**src/rtl/kefp_pkg.sv**
```systemverilog
// ----------------------------------------------------------------------------
// kefp_pkg
// Shared constants, status codes and the controller/datapath command and
// status bundles of the key event frame parser.
// ----------------------------------------------------------------------------
package kefp_pkg;

  localparam int MAX_KEYS = 32;
  // key counter holds 0..MAX_KEYS, store index addresses 0..MAX_KEYS-1
  localparam int KEY_W = $clog2(MAX_KEYS + 1);
  localparam int IDX_W = (MAX_KEYS > 1) ? $clog2(MAX_KEYS) : 1;

  localparam logic [7:0]  HDR_BYTE   = 8'hFD;
  localparam logic [15:0] SUM_SEED   = 16'hFDFD;
  localparam logic [3:0]  MIN_BUFFER = 4'd11;
  localparam logic [7:0]  MAX_KEYS_B = 8'(MAX_KEYS);

  // ST_KEY_EVENT also stands for "no error" in the held-error register
  typedef enum logic [2:0] {
    ST_KEY_EVENT = 3'd0,
    ST_SHORT     = 3'd1,
    ST_NO_HEADER = 3'd2,
    ST_TOO_MANY  = 3'd3,
    ST_TRUNCATED = 3'd4,
    ST_BAD_SUM   = 3'd5,
    ST_DISABLED  = 3'd6
  } status_t;

  typedef struct packed {
    logic    seed;
    logic    load_count;
    logic    sum_feed;
    logic    sum_flush;
    logic    rec_byte;
    logic    crc_hi_ld;
    logic    err_ld;
    status_t err_code;
    logic    drain_start;
    logic    drain_ld;
  } dp_cmd_t;

  typedef struct packed {
    logic hdr_byte;
    logic count_big;
    logic count_zero;
    logic rec_last;
    logic crc_ok;
    logic keys_zero;
    logic drain_last;
    logic out_free;
  } dp_stat_t;

endpackage

```
**src/rtl/kefp_byte_if.sv**
```systemverilog
// ----------------------------------------------------------------------------
// kefp_byte_if
// Input channel: one received buffer byte per item, with end-of-buffer flag.
// ----------------------------------------------------------------------------
interface kefp_byte_if;
  logic       valid;
  logic       ready;
  logic [7:0] rx_byte;
  logic       buffer_end;

  modport source (output valid, output rx_byte, output buffer_end, input ready);
  modport sink   (input valid, input rx_byte, input buffer_end, output ready);
endinterface

```
**src/rtl/kefp_result_if.sv**
```systemverilog
// ----------------------------------------------------------------------------
// kefp_result_if
// Result channel: a decoded key event record or an error status.
// ----------------------------------------------------------------------------
interface kefp_result_if;
  logic               valid;
  logic               ready;
  logic        [2:0]  status;
  logic        [15:0] event_type;
  logic        [15:0] event_code;
  logic signed [31:0] event_value;
  logic               last_result;

  modport source (output valid, output status, output event_type, output event_code,
                  output event_value, output last_result, input ready);
  modport sink   (input valid, input status, input event_type, input event_code,
                  input event_value, input last_result, output ready);
endinterface

```
**src/rtl/kefp_datapath.sv**
```systemverilog
// ----------------------------------------------------------------------------
// kefp_datapath
// Checksum accumulator, record assembly and store, key counters and the
// result register.
// ----------------------------------------------------------------------------
module kefp_datapath import kefp_pkg::*; (
  input  logic               clk,
  input  logic               rst,
  input  logic [7:0]         rx_byte,
  input  dp_cmd_t            cmd,
  output dp_stat_t           stat,
  output logic               out_valid,
  input  logic               out_ready,
  output logic [2:0]         out_status,
  output logic [15:0]        out_type,
  output logic [15:0]        out_code,
  output logic signed [31:0] out_value,
  output logic               out_last
);

  logic [15:0]      running_sum;
  logic             hbp_valid;
  logic [7:0]       hbp_byte;
  logic [7:0]       crc_high;
  logic [KEY_W-1:0] keys_expected;
  logic [KEY_W-1:0] record_index;
  logic [KEY_W-1:0] drain_index;
  logic [2:0]       record_byte_index;
  logic [55:0]      record_shift;
  logic [63:0]      store [MAX_KEYS];
  logic [63:0]      rd_data;

  logic [15:0]      word_in;
  logic [16:0]      sum_wide;
  logic [15:0]      sum_add;
  logic [KEY_W-1:0] record_index_inc;
  logic [KEY_W-1:0] drain_index_inc;

  // odd trailing byte goes in as a high byte with zero low byte
  assign word_in  = hbp_valid ? {hbp_byte, rx_byte} : {rx_byte, 8'h00};
  assign sum_wide = {1'b0, running_sum} + {1'b0, word_in};
  assign sum_add  = sum_wide[15:0] + {15'd0, sum_wide[16]};

  assign record_index_inc = record_index + KEY_W'(1);
  assign drain_index_inc  = drain_index + KEY_W'(1);

  always_comb begin
    stat.hdr_byte   = (rx_byte == HDR_BYTE);
    stat.count_big  = (rx_byte > MAX_KEYS_B);
    stat.count_zero = (rx_byte == 8'd0);
    stat.rec_last   = (record_byte_index == 3'd7) && (record_index_inc == keys_expected);
    stat.crc_ok     = (~running_sum == {crc_high, rx_byte});
    stat.keys_zero  = (keys_expected == '0);
    stat.drain_last = (drain_index_inc == keys_expected);
    stat.out_free   = !out_valid || out_ready;
  end

  always_ff @(posedge clk) begin
    if (rst) begin
      running_sum       <= SUM_SEED;
      hbp_valid         <= 1'b0;
      record_index      <= '0;
      record_byte_index <= 3'd0;
      keys_expected     <= '0;
      drain_index       <= '0;
    end else begin
      if (cmd.seed) begin
        running_sum       <= SUM_SEED;
        hbp_valid         <= 1'b0;
        record_index      <= '0;
        record_byte_index <= 3'd0;
      end else begin
        if (cmd.sum_feed) begin
          if (hbp_valid || cmd.sum_flush) begin
            running_sum <= sum_add;
            hbp_valid   <= 1'b0;
          end else begin
            hbp_valid <= 1'b1;
          end
        end
        if (cmd.rec_byte) begin
          record_byte_index <= 3'(record_byte_index + 3'd1);
          if (record_byte_index == 3'd7) begin
            record_index <= record_index_inc;
          end
        end
      end
      if (cmd.load_count) begin
        keys_expected <= rx_byte[KEY_W-1:0];
      end
      if (cmd.drain_start) begin
        drain_index <= '0;
      end else if (cmd.drain_ld) begin
        drain_index <= drain_index_inc;
      end
    end
  end

  always_ff @(posedge clk) begin
    if (cmd.sum_feed) begin
      hbp_byte <= rx_byte;
    end
    if (cmd.crc_hi_ld) begin
      crc_high <= rx_byte;
    end
    if (cmd.rec_byte) begin
      record_shift <= {record_shift[47:0], rx_byte};
      if (record_byte_index == 3'd7) begin
        store[record_index[IDX_W-1:0]] <= {record_shift, rx_byte};
      end
    end
    rd_data <= store[drain_index[IDX_W-1:0]];
  end

  always_ff @(posedge clk) begin
    if (rst) begin
      out_valid <= 1'b0;
    end else if (cmd.err_ld || cmd.drain_ld) begin
      out_valid <= 1'b1;
    end else if (out_ready) begin
      out_valid <= 1'b0;
    end
  end

  always_ff @(posedge clk) begin
    if (cmd.err_ld) begin
      out_status <= cmd.err_code;
      out_type   <= 16'd0;
      out_code   <= 16'd0;
      out_value  <= 32'sd0;
      out_last   <= 1'b1;
    end else if (cmd.drain_ld) begin
      out_status <= ST_KEY_EVENT;
      out_type   <= rd_data[63:48];
      out_code   <= rd_data[47:32];
      out_value  <= signed'(rd_data[31:0]);
      out_last   <= stat.drain_last;
    end
  end

endmodule

```
**src/rtl/kefp_ctrl.sv**
```systemverilog
// ----------------------------------------------------------------------------
// kefp_ctrl
// Frame state machine: header search, count, records, checksum, discard and
// record drain, plus per-buffer byte count and error bookkeeping.
// ----------------------------------------------------------------------------
module kefp_ctrl import kefp_pkg::*; (
  input  logic     clk,
  input  logic     rst,
  input  logic     cfg_wr_en,
  input  logic     cfg_wr_data,
  input  logic     in_valid,
  input  logic     buffer_end,
  output logic     in_ready,
  input  dp_stat_t stat,
  output dp_cmd_t  cmd
);

  typedef enum logic [8:0] {
    S_SEARCH0  = 9'b000000001,
    S_SEARCH1  = 9'b000000010,
    S_COUNT    = 9'b000000100,
    S_RECORDS  = 9'b000001000,
    S_CRC_HI   = 9'b000010000,
    S_CRC_LO   = 9'b000100000,
    S_DISCARD  = 9'b001000000,
    S_DRAIN_RD = 9'b010000000,
    S_DRAIN_LD = 9'b100000000
  } state_t;

  state_t     state, state_next;
  logic [3:0] byte_count, byte_count_next;
  status_t    error_held, error_held_next;
  logic       rejected, rejected_next;
  logic       parser_enable;

  logic       draining;
  logic       accept;
  logic       first;
  logic       full;
  logic       frame_done;
  logic       res_valid;
  status_t    res_code;
  status_t    err;
  status_t    held;
  logic       rej;
  logic [3:0] count_inc;
  state_t     ph;
  state_t     ph_n;

  assign draining = (state == S_DRAIN_RD) || (state == S_DRAIN_LD);
  assign in_ready = !draining && stat.out_free;
  assign accept   = in_valid && in_ready;

  always_comb begin
    cmd             = '0;
    state_next      = state;
    byte_count_next = byte_count;
    error_held_next = error_held;
    rejected_next   = rejected;
    first           = (byte_count == 4'd0);
    count_inc       = (byte_count < MIN_BUFFER) ? 4'(byte_count + 4'd1) : byte_count;
    full            = (count_inc == MIN_BUFFER);
    ph              = state;
    held            = error_held;
    rej             = rejected;
    if (first) begin
      ph   = parser_enable ? S_SEARCH0 : S_DISCARD;
      held = ST_KEY_EVENT;
      rej  = !parser_enable;
    end
    ph_n       = ph;
    err        = ST_KEY_EVENT;
    frame_done = 1'b0;
    res_valid  = 1'b0;
    res_code   = ST_KEY_EVENT;

    case (state)
      S_DRAIN_RD: begin
        state_next = S_DRAIN_LD;
      end
      S_DRAIN_LD: begin
        if (stat.out_free) begin
          cmd.drain_ld = 1'b1;
          state_next   = stat.drain_last ? S_SEARCH0 : S_DRAIN_RD;
        end
      end
      default: begin
        if (accept) begin
          if (first && !parser_enable) begin
            res_valid = 1'b1;
            res_code  = ST_DISABLED;
          end

          case (ph)
            S_SEARCH0: begin
              if (stat.hdr_byte) begin
                ph_n = S_SEARCH1;
              end
            end
            S_SEARCH1: begin
              if (stat.hdr_byte) begin
                ph_n     = S_COUNT;
                cmd.seed = 1'b1;
              end else begin
                ph_n = S_SEARCH0;
              end
            end
            S_COUNT: begin
              cmd.load_count = 1'b1;
              if (stat.count_big) begin
                err = ST_TOO_MANY;
              end else begin
                cmd.sum_feed = 1'b1;
                if (stat.count_zero) begin
                  cmd.sum_flush = 1'b1;
                  ph_n          = S_CRC_HI;
                end else begin
                  ph_n = S_RECORDS;
                end
              end
            end
            S_RECORDS: begin
              cmd.rec_byte = 1'b1;
              cmd.sum_feed = 1'b1;
              if (stat.rec_last) begin
                cmd.sum_flush = 1'b1;
                ph_n          = S_CRC_HI;
              end
            end
            S_CRC_HI: begin
              cmd.crc_hi_ld = 1'b1;
              ph_n          = S_CRC_LO;
            end
            S_CRC_LO: begin
              if (stat.crc_ok) begin
                frame_done = 1'b1;
                if (stat.keys_zero) begin
                  ph_n = S_SEARCH0;
                end else begin
                  ph_n            = S_DRAIN_RD;
                  cmd.drain_start = 1'b1;
                end
              end else begin
                err = ST_BAD_SUM;
              end
            end
            default: begin
            end
          endcase

          // buffer ran out mid-frame or while still hunting for a header
          if (err == ST_KEY_EVENT && buffer_end && !frame_done) begin
            if (ph_n == S_SEARCH0 || ph_n == S_SEARCH1) begin
              err = ST_NO_HEADER;
            end else if (ph_n != S_DISCARD) begin
              err = ST_TRUNCATED;
            end
          end

          // errors before the eleventh byte wait for it
          if (err != ST_KEY_EVENT) begin
            ph_n = S_DISCARD;
            if (full) begin
              res_valid = 1'b1;
              res_code  = err;
            end else begin
              held = err;
            end
          end else if (ph_n == S_DISCARD && held != ST_KEY_EVENT && full) begin
            res_valid = 1'b1;
            res_code  = held;
            held      = ST_KEY_EVENT;
          end

          if (buffer_end) begin
            if (!full && !rej) begin
              res_valid = 1'b1;
              res_code  = ST_SHORT;
            end
            byte_count_next = 4'd0;
            error_held_next = ST_KEY_EVENT;
            rejected_next   = 1'b0;
            if (ph_n != S_DRAIN_RD) begin
              ph_n = S_SEARCH0;
            end
          end else begin
            byte_count_next = count_inc;
            error_held_next = held;
            rejected_next   = rej;
          end

          cmd.err_ld   = res_valid;
          cmd.err_code = res_code;
          state_next   = ph_n;
        end
      end
    endcase
  end

  always_ff @(posedge clk) begin
    if (rst) begin
      state         <= S_SEARCH0;
      byte_count    <= 4'd0;
      error_held    <= ST_KEY_EVENT;
      rejected      <= 1'b0;
      parser_enable <= 1'b1;
    end else begin
      state      <= state_next;
      byte_count <= byte_count_next;
      error_held <= error_held_next;
      rejected   <= rejected_next;
      if (cfg_wr_en) begin
        parser_enable <= cfg_wr_data;
      end
    end
  end

endmodule

```
**src/rtl/key_event_frame_parser.sv**
```systemverilog
// Results: an error result enters the result register as the byte that
//   causes it is accepted, or with the buffer's eleventh byte if later;
//   a verified frame's records follow from the store via S_DRAIN_RD/LD.
// Throughput: one byte per cycle while the result register is free;
//   input is held off while records drain via the registered read port.
// Reset (rst, synchronous): header search, enable set; store not cleared.
// ----------------------------------------------------------------------------
// key_event_frame_parser
// Parses 0xFD 0xFD framed key event records from a byte stream and emits
// checksum-verified records or an error status per buffer.
// ----------------------------------------------------------------------------
module key_event_frame_parser import kefp_pkg::*; (
  input  logic          clk,
  input  logic          rst,
  input  logic          cfg_wr_en,
  input  logic          cfg_wr_data,
  kefp_byte_if.sink     in_ch,
  kefp_result_if.source out_ch
);

  dp_cmd_t  cmd;
  dp_stat_t stat;

  kefp_ctrl u_ctrl (
    .clk         (clk),
    .rst         (rst),
    .cfg_wr_en   (cfg_wr_en),
    .cfg_wr_data (cfg_wr_data),
    .in_valid    (in_ch.valid),
    .buffer_end  (in_ch.buffer_end),
    .in_ready    (in_ch.ready),
    .stat        (stat),
    .cmd         (cmd)
  );

  kefp_datapath u_datapath (
    .clk        (clk),
    .rst        (rst),
    .rx_byte    (in_ch.rx_byte),
    .cmd        (cmd),
    .stat       (stat),
    .out_valid  (out_ch.valid),
    .out_ready  (out_ch.ready),
    .out_status (out_ch.status),
    .out_type   (out_ch.event_type),
    .out_code   (out_ch.event_code),
    .out_value  (out_ch.event_value),
    .out_last   (out_ch.last_result)
  );

endmodule

```
**src/flat_wrapper.sv**
```systemverilog
// flat-port wrapper written by rule: the top's interface ports become plain ports
module key_event_frame_parser_flat import kefp_pkg::*;
  (clk, rst, cfg_wr_en, cfg_wr_data, in_ch_valid, in_ch_rx_byte, in_ch_buffer_end, in_ch_ready, out_ch_valid, out_ch_status, out_ch_event_type, out_ch_event_code, out_ch_event_value, out_ch_last_result, out_ch_ready);
  kefp_byte_if in_ch_i ();
  kefp_result_if out_ch_i ();
  input  logic clk;
  input  logic rst;
  input  logic cfg_wr_en;
  input  logic cfg_wr_data;
  input wire logic [$bits(in_ch_i.valid)-1:0] in_ch_valid;
  input wire logic [$bits(in_ch_i.rx_byte)-1:0] in_ch_rx_byte;
  input wire logic [$bits(in_ch_i.buffer_end)-1:0] in_ch_buffer_end;
  output wire logic [$bits(in_ch_i.ready)-1:0] in_ch_ready;
  output wire logic [$bits(out_ch_i.valid)-1:0] out_ch_valid;
  output wire logic [$bits(out_ch_i.status)-1:0] out_ch_status;
  output wire logic [$bits(out_ch_i.event_type)-1:0] out_ch_event_type;
  output wire logic [$bits(out_ch_i.event_code)-1:0] out_ch_event_code;
  output wire logic [$bits(out_ch_i.event_value)-1:0] out_ch_event_value;
  output wire logic [$bits(out_ch_i.last_result)-1:0] out_ch_last_result;
  input wire logic [$bits(out_ch_i.ready)-1:0] out_ch_ready;
  assign in_ch_i.valid = in_ch_valid;
  assign in_ch_i.rx_byte = in_ch_rx_byte;
  assign in_ch_i.buffer_end = in_ch_buffer_end;
  assign in_ch_ready = in_ch_i.ready;
  assign out_ch_valid = out_ch_i.valid;
  assign out_ch_status = out_ch_i.status;
  assign out_ch_event_type = out_ch_i.event_type;
  assign out_ch_event_code = out_ch_i.event_code;
  assign out_ch_event_value = out_ch_i.event_value;
  assign out_ch_last_result = out_ch_i.last_result;
  assign out_ch_i.ready = out_ch_ready;
  key_event_frame_parser u_core (.clk(clk), .rst(rst), .cfg_wr_en(cfg_wr_en), .cfg_wr_data(cfg_wr_data), .in_ch(in_ch_i), .out_ch(out_ch_i));
endmodule
```
**config.mk**
```make
export PLATFORM = sky130hd
export DESIGN_NAME = key_event_frame_parser_flat
export DESIGN_NICKNAME = d
export VERILOG_FILES = /design/src/rtl/kefp_pkg.sv /design/src/rtl/kefp_byte_if.sv /design/src/rtl/kefp_result_if.sv /design/src/rtl/kefp_datapath.sv /design/src/rtl/kefp_ctrl.sv /design/src/rtl/key_event_frame_parser.sv /design/src/flat_wrapper.sv
export SDC_FILE = /design/constraint.sdc
export NUM_CORES = 2
export LEC_CHECK = 0
export BUFFER_PORTS_ARGS = -buffer_cell sky130_fd_sc_hd__buf_2
export CAP_MARGIN = 20
export CORE_UTILIZATION = 45
export DETAILED_ROUTE_END_ITERATION = 16
export SLEW_MARGIN = 40
export SYNTH_ARGS = -nofsm -noshare
export SYNTH_HDL_FRONTEND = slang
export SYNTH_SLANG_ARGS = --single-unit
```
**constraint.sdc**
```tcl
create_clock -name clk -period 14.8 [get_ports clk]
set_clock_uncertainty 0.1 [all_clocks]
set_input_delay 2.22 -clock clk [delete_from_list [all_inputs] [get_ports clk]]
set_output_delay 2.22 -clock clk [all_outputs]
set_load 0.01 [all_outputs]
```
==> results.rst <==
.. list-table::
   :header-rows: 1

   * - Metric
     - Value
   * - Met1 Usage GRT
     - 30.5%
   * - Effective utilization at floorplan
     - between 40% and 50%
   * - Fillcell total
     - ~15,000
   * - Clock tree from TritonCTS
     - yes
   * - Net load switching power
     - roughly 2500 µW
   * - Number of different library cells in the post-synthesis netlist
     - 76
   * - Antenna Cells
     - 0
   * - Final Power
     - around 13,000 µW
   * - Maximum capacitance violations
     - 0
   * - Leading register cell type out of synthesis
     - edfxtp_1
   * - Mean instance size in the synthesized netlist
     - roughly 22 µm²
   * - Number of antenna violations at the first check in global routing
     - 3
   * - Depth of the most critical reg-to-reg path
     - 10
   * - Time the worst path needs with I/O delays and setup
     - approximately 6 ns
   * - Core Region
     - 0.195 mm²
   * - Detailed router's first-iteration violation count
     - around 4,300
   * - Clock net sink count
     - ~2,300
   * - Antenna Violating Nets Remaining
     - 0
   * - CTS HTree Levels
     - 4
   * - Arrival time of the worst setup path
     - approximately 6.7 ns
   * - Highest Clock Rate
     - roughly 160 MHz
   * - Count of instances resized after the clock tree is built
     - 0
   * - Instance area at placement
     - approximately 0.093 mm²
   * - Most frequent cells in the layout
     - edfxtp_1, mux4_2, clkbuf_16
   * - Count of vias placed by the detailed router
     - ~41,000
   * - Mean number of vias per cell
     - 5.89
   * - WHS Endpoint
     - u_core.u_datapath.record_shift[36]
   * - Total detailed-routing wirelength
     - around 210,000 µm
   * - Share of total power consumed by net switching
     - between 10% and 20%
   * - Element type at the critical path start
     - input pin
   * - Sequential cell area fraction in the yosys report
     - 76.3%
   * - Count of yosys warnings during synthesis
     - 0
   * - Cell type of the slowest stage on the worst timing path
     - buf_4
   * - Number of instances in the synthesized netlist
     - 3,932
   * - Wire length of the first global-routing pass
     - a little over 300,000 µm
   * - Part of the power in the clock network
     - between 40% and 50%
   * - Path class of the lowest-slack min-delay path
     - reg -> reg
   * - Power per cell area
     - around 130 mW/mm²
   * - Syn Nets
     - 3,975
   * - Final hold viol count
     - 0
   * - Number of standard cells in the final layout excluding fillers
     - between 7,000 and 8,000
   * - Number of cell rows
     - roughly 160
   * - Largest net degree at the start of global routing
     - 73
   * - Weighted congestion reported at the end of routability-driven placement
     - around 0.82
   * - Internal power consumption
     - 10,200 µW
   * - Outcome
     - completed
   * - Placed wire-length estimate after detailed placement
     - roughly 110,000 µm
   * - Number of nets in the layout
     - 4,263
   * - Register-to-Register Setup Slack
     - 9.52 ns
   * - Required time worst endpoint
     - approximately 15 ns
   * - Hold path startpoint
     - u_core.u_datapath.record_shift[28]
   * - Area enclosed by the die boundary
     - a little under 0.2 mm²
   * - Max-slew violation count
     - 0
   * - Floorplan die width
     - between 400 and 500 µm
   * - TritonCTS Buffers
     - 226
   * - Critical path endpoint category
     - flop
   * - Wire length per cell after detailed routing
     - roughly 30 µm
   * - Proportion of register bits with asynchronous set or reset after synthesis
     - 0%
   * - Iteration count of the initial detailed-routing pass
     - 5
   * - GR Layer Usage met3
     - around 3.6%
   * - Num ports
     - 85
   * - Final worst-path cycle share
     - between 40% and 50%
   * - Number of synthesized flops with an enable pin
     - between 2,000 and 2,500
   * - Synthesis-to-finish area growth
     - 14.0%
   * - Final routed DRC violation total
     - 0
   * - CTS Root Cell
     - clkbuf_16
   * - Placed insts
     - 6,600
   * - Reg2Reg Launch Point
     - u_core.u_ctrl.byte_count[0]
   * - Leakage component of the power
     - 0.0306 µW
   * - Clock Pin Slew Worst Setup and Hold Paths
     - 0.06 ns
   * - Min Hold Slack
     - around 0.38 ns
   * - RSZ-0062 raised after global routing
     - no
   * - Worst-path maximum fanout
     - 41
   * - Sequential fraction of design power
     - a little under three fifths
   * - Hold path depth
     - 0
   * - Vert. Die Dim
     - between 400 and 500 µm
   * - Overflow after GRT
     - 0
   * - Number of global-route vias before repair
     - between 40,000 and 50,000
   * - Final Setup Violations
     - 0
   * - Post CTS Setup Buffer Count
     - 0
   * - Hold buffers post-CTS
     - 0
   * - Global-route total usage across every layer
     - a little over a fifth
   * - Fraction of layout instances using a drive strength above 1
     - a little under a third
   * - Synth Register Bits
     - between 2,000 and 2,500
   * - Logic gate share of total power
     - less than 1%
   * - Actual slew at the worst max-slew pin
     - between 0.8 and 0.9 ns
   * - Most common library cell in the layout ignoring fill and taps
     - edfxtp_1
   * - Worst R2R End
     - u_core.u_datapath.store[27][30]
   * - Post-synthesis instance area
     - a little under 0.09 mm²
   * - Clk_lat worst skew
     - 0.86 ns
   * - Setup CP Type
     - in -> reg
   * - Worst slew margin relative to its limit
     - 42.0%
   * - Quantity of I/O buffers inserted on ports
     - 84
   * - Summed area of non-filler cells in the final layout
     - ~0.10 mm²
   * - Total negative slack for setup checks
     - 0 ns
   * - Most congested layer reported by global routing
     - met2
   * - Worst ir drop on vdd
     - approximately 0.11 mV
   * - Bufs on Longest Clock Path
     - 3
   * - Slowest cell delay on critical path
     - 0.65 ns
   * - Met2 Use GR
     - 34.9%
   * - Cells along the critical path
     - buf_2 -> xnor2_1 -> nor4_1 -> nand4_1 -> a41o_1 -> a211oi_1 -> a31oi_1 -> o41ai_2 -> or3_4 -> buf_4 -> a21oi_2
[sequential cells by signal (all words and copies together) (netlist names), 4 cells and up]
register	count
u_core.u_datapath.out_type	16
u_core.u_datapath.out_code	16
u_core.u_datapath.out_value	32
u_core.u_datapath.store	2048
u_core.u_ctrl.byte_count	4
u_core.u_datapath.hbp_byte	8
u_core.u_datapath.keys_expected	6
u_core.u_ctrl.state	9
u_core.u_datapath.rd_data	64
u_core.u_datapath.crc_high	8
u_core.u_datapath.record_shift	56
u_core.u_datapath.drain_index	6
u_core.u_datapath.record_index	6
u_core.u_datapath.running_sum	16
[worst max-delay path: cells and delay by family]
family,cells,cell delay [ns]
xor+xnor,1,0.16
buf+inv,2,1.25
simple gates,3,1.15
compound gates,5,1.75
[stage by stage]
stage                     utilization, %  worst slack, ns
after floorplan                        -             8.21
after global placement              47.3             7.89
after detailed placement            47.9             7.86
after CTS                           51.6             8.76
after global routing                51.7             8.29
final                               51.7             8.70
[per-layer routing]
| metal | up-vias | wire [µm] | share of wire [%] |
|---|---|---|---|
| met5 | - | 0 | 0 |
| met4 | 0 | 3900 | 1.8 |
| met3 | 266 | 13800 | 6.5 |
| met2 | 1521 | 104000 | 49 |
| met1 | 22486 | 89600 | 42 |
| li1 | 17202 | - | - |
[Yosys cell counts, types with 8 or more instances]
cell      count  area share, %
xor2_1       22           0.22
inv_1        11          0.047
a211oi_1      9          0.076
nor2b_1      11          0.078
mux2_2       72           0.92
clkbuf_1    154           0.65
and2_1       15           0.11
o21ai_0      26           0.15
and3_1       10          0.071
mux4_2      640             16
dfxtp_1     186            4.2
mux2i_1      79           0.89
nand3_1      23           0.13
nor2_1       96           0.41
o211ai_1     16           0.14
nor3_1       21           0.12
a21oi_2      50           0.50
buf_1        38           0.16
nand2_1      56           0.24
edfxtp_1   2123             72
buf_2         8          0.045
ha_1         27           0.38
nand4_1       8          0.057
xnor2_1      45           0.45
or3_1        11          0.078
nor4_1       15           0.11
a21oi_1      41           0.23
[cell families (layout without fill, tap and decap cells)]
group,after synthesis,in the layout,share of synthesized area (%)
flops,2309,2309,76.3
mux,791,791,18.1
simple gates,310,310,1.80
buf+inv,220,704,1.01
compound gates,207,207,1.69
xor+xnor,67,67,0.664
fa+ha+maj,28,28,0.405
[layout make-up]
cell class / count / area [µm²] / area share (%)
clock buffer: 297 / 6070 / 6.02
clock inverter: 127 / 1060 / 1.05
inverter: 12 / 45.0 / 0.0447
multi-input combinational: 1403 / 20300 / 20.2
sequential: 2309 / 67500 / 67.0
tap: 2624 / 3280 / 3.26
timing repair buffer: 268 / 2470 / 2.45
[power groups by stage]
stage          clock network (µW)  logic (µW)  registers (µW)
2_1_floorplan                   0        45.7            7170
3_3_place_gp                    0        77.6            7170
3_5_place_dp                    0        78.8            7170
4_1_cts                      5650        78.8            7030
5_1_grt                      5890        86.5            7030
6_report                     5540        78.9            7030
[how the worst max path moves through the flow]
stage | depth (start not counted) | startpoint | slack, ns | end
final | 11 | in_ch_rx_byte[1] | 8.70 | u_core.u_datapath.out_value[30]
after global routing | 11 | in_ch_rx_byte[1] | 8.29 | u_core.u_datapath.out_status[2]
after CTS | 11 | in_ch_rx_byte[1] | 8.76 | u_core.u_datapath.out_status[2]
after detailed placement | 11 | in_ch_rx_byte[1] | 7.86 | u_core.u_datapath.out_status[2]
after global placement | 11 | in_ch_rx_byte[6] | 7.89 | u_core.u_datapath.out_status[2]
after floorplan | 8 | out_ch_ready | 8.21 | u_core.u_datapath.running_sum[10]
No activity file was read; power rests on OpenSTA's default activity.
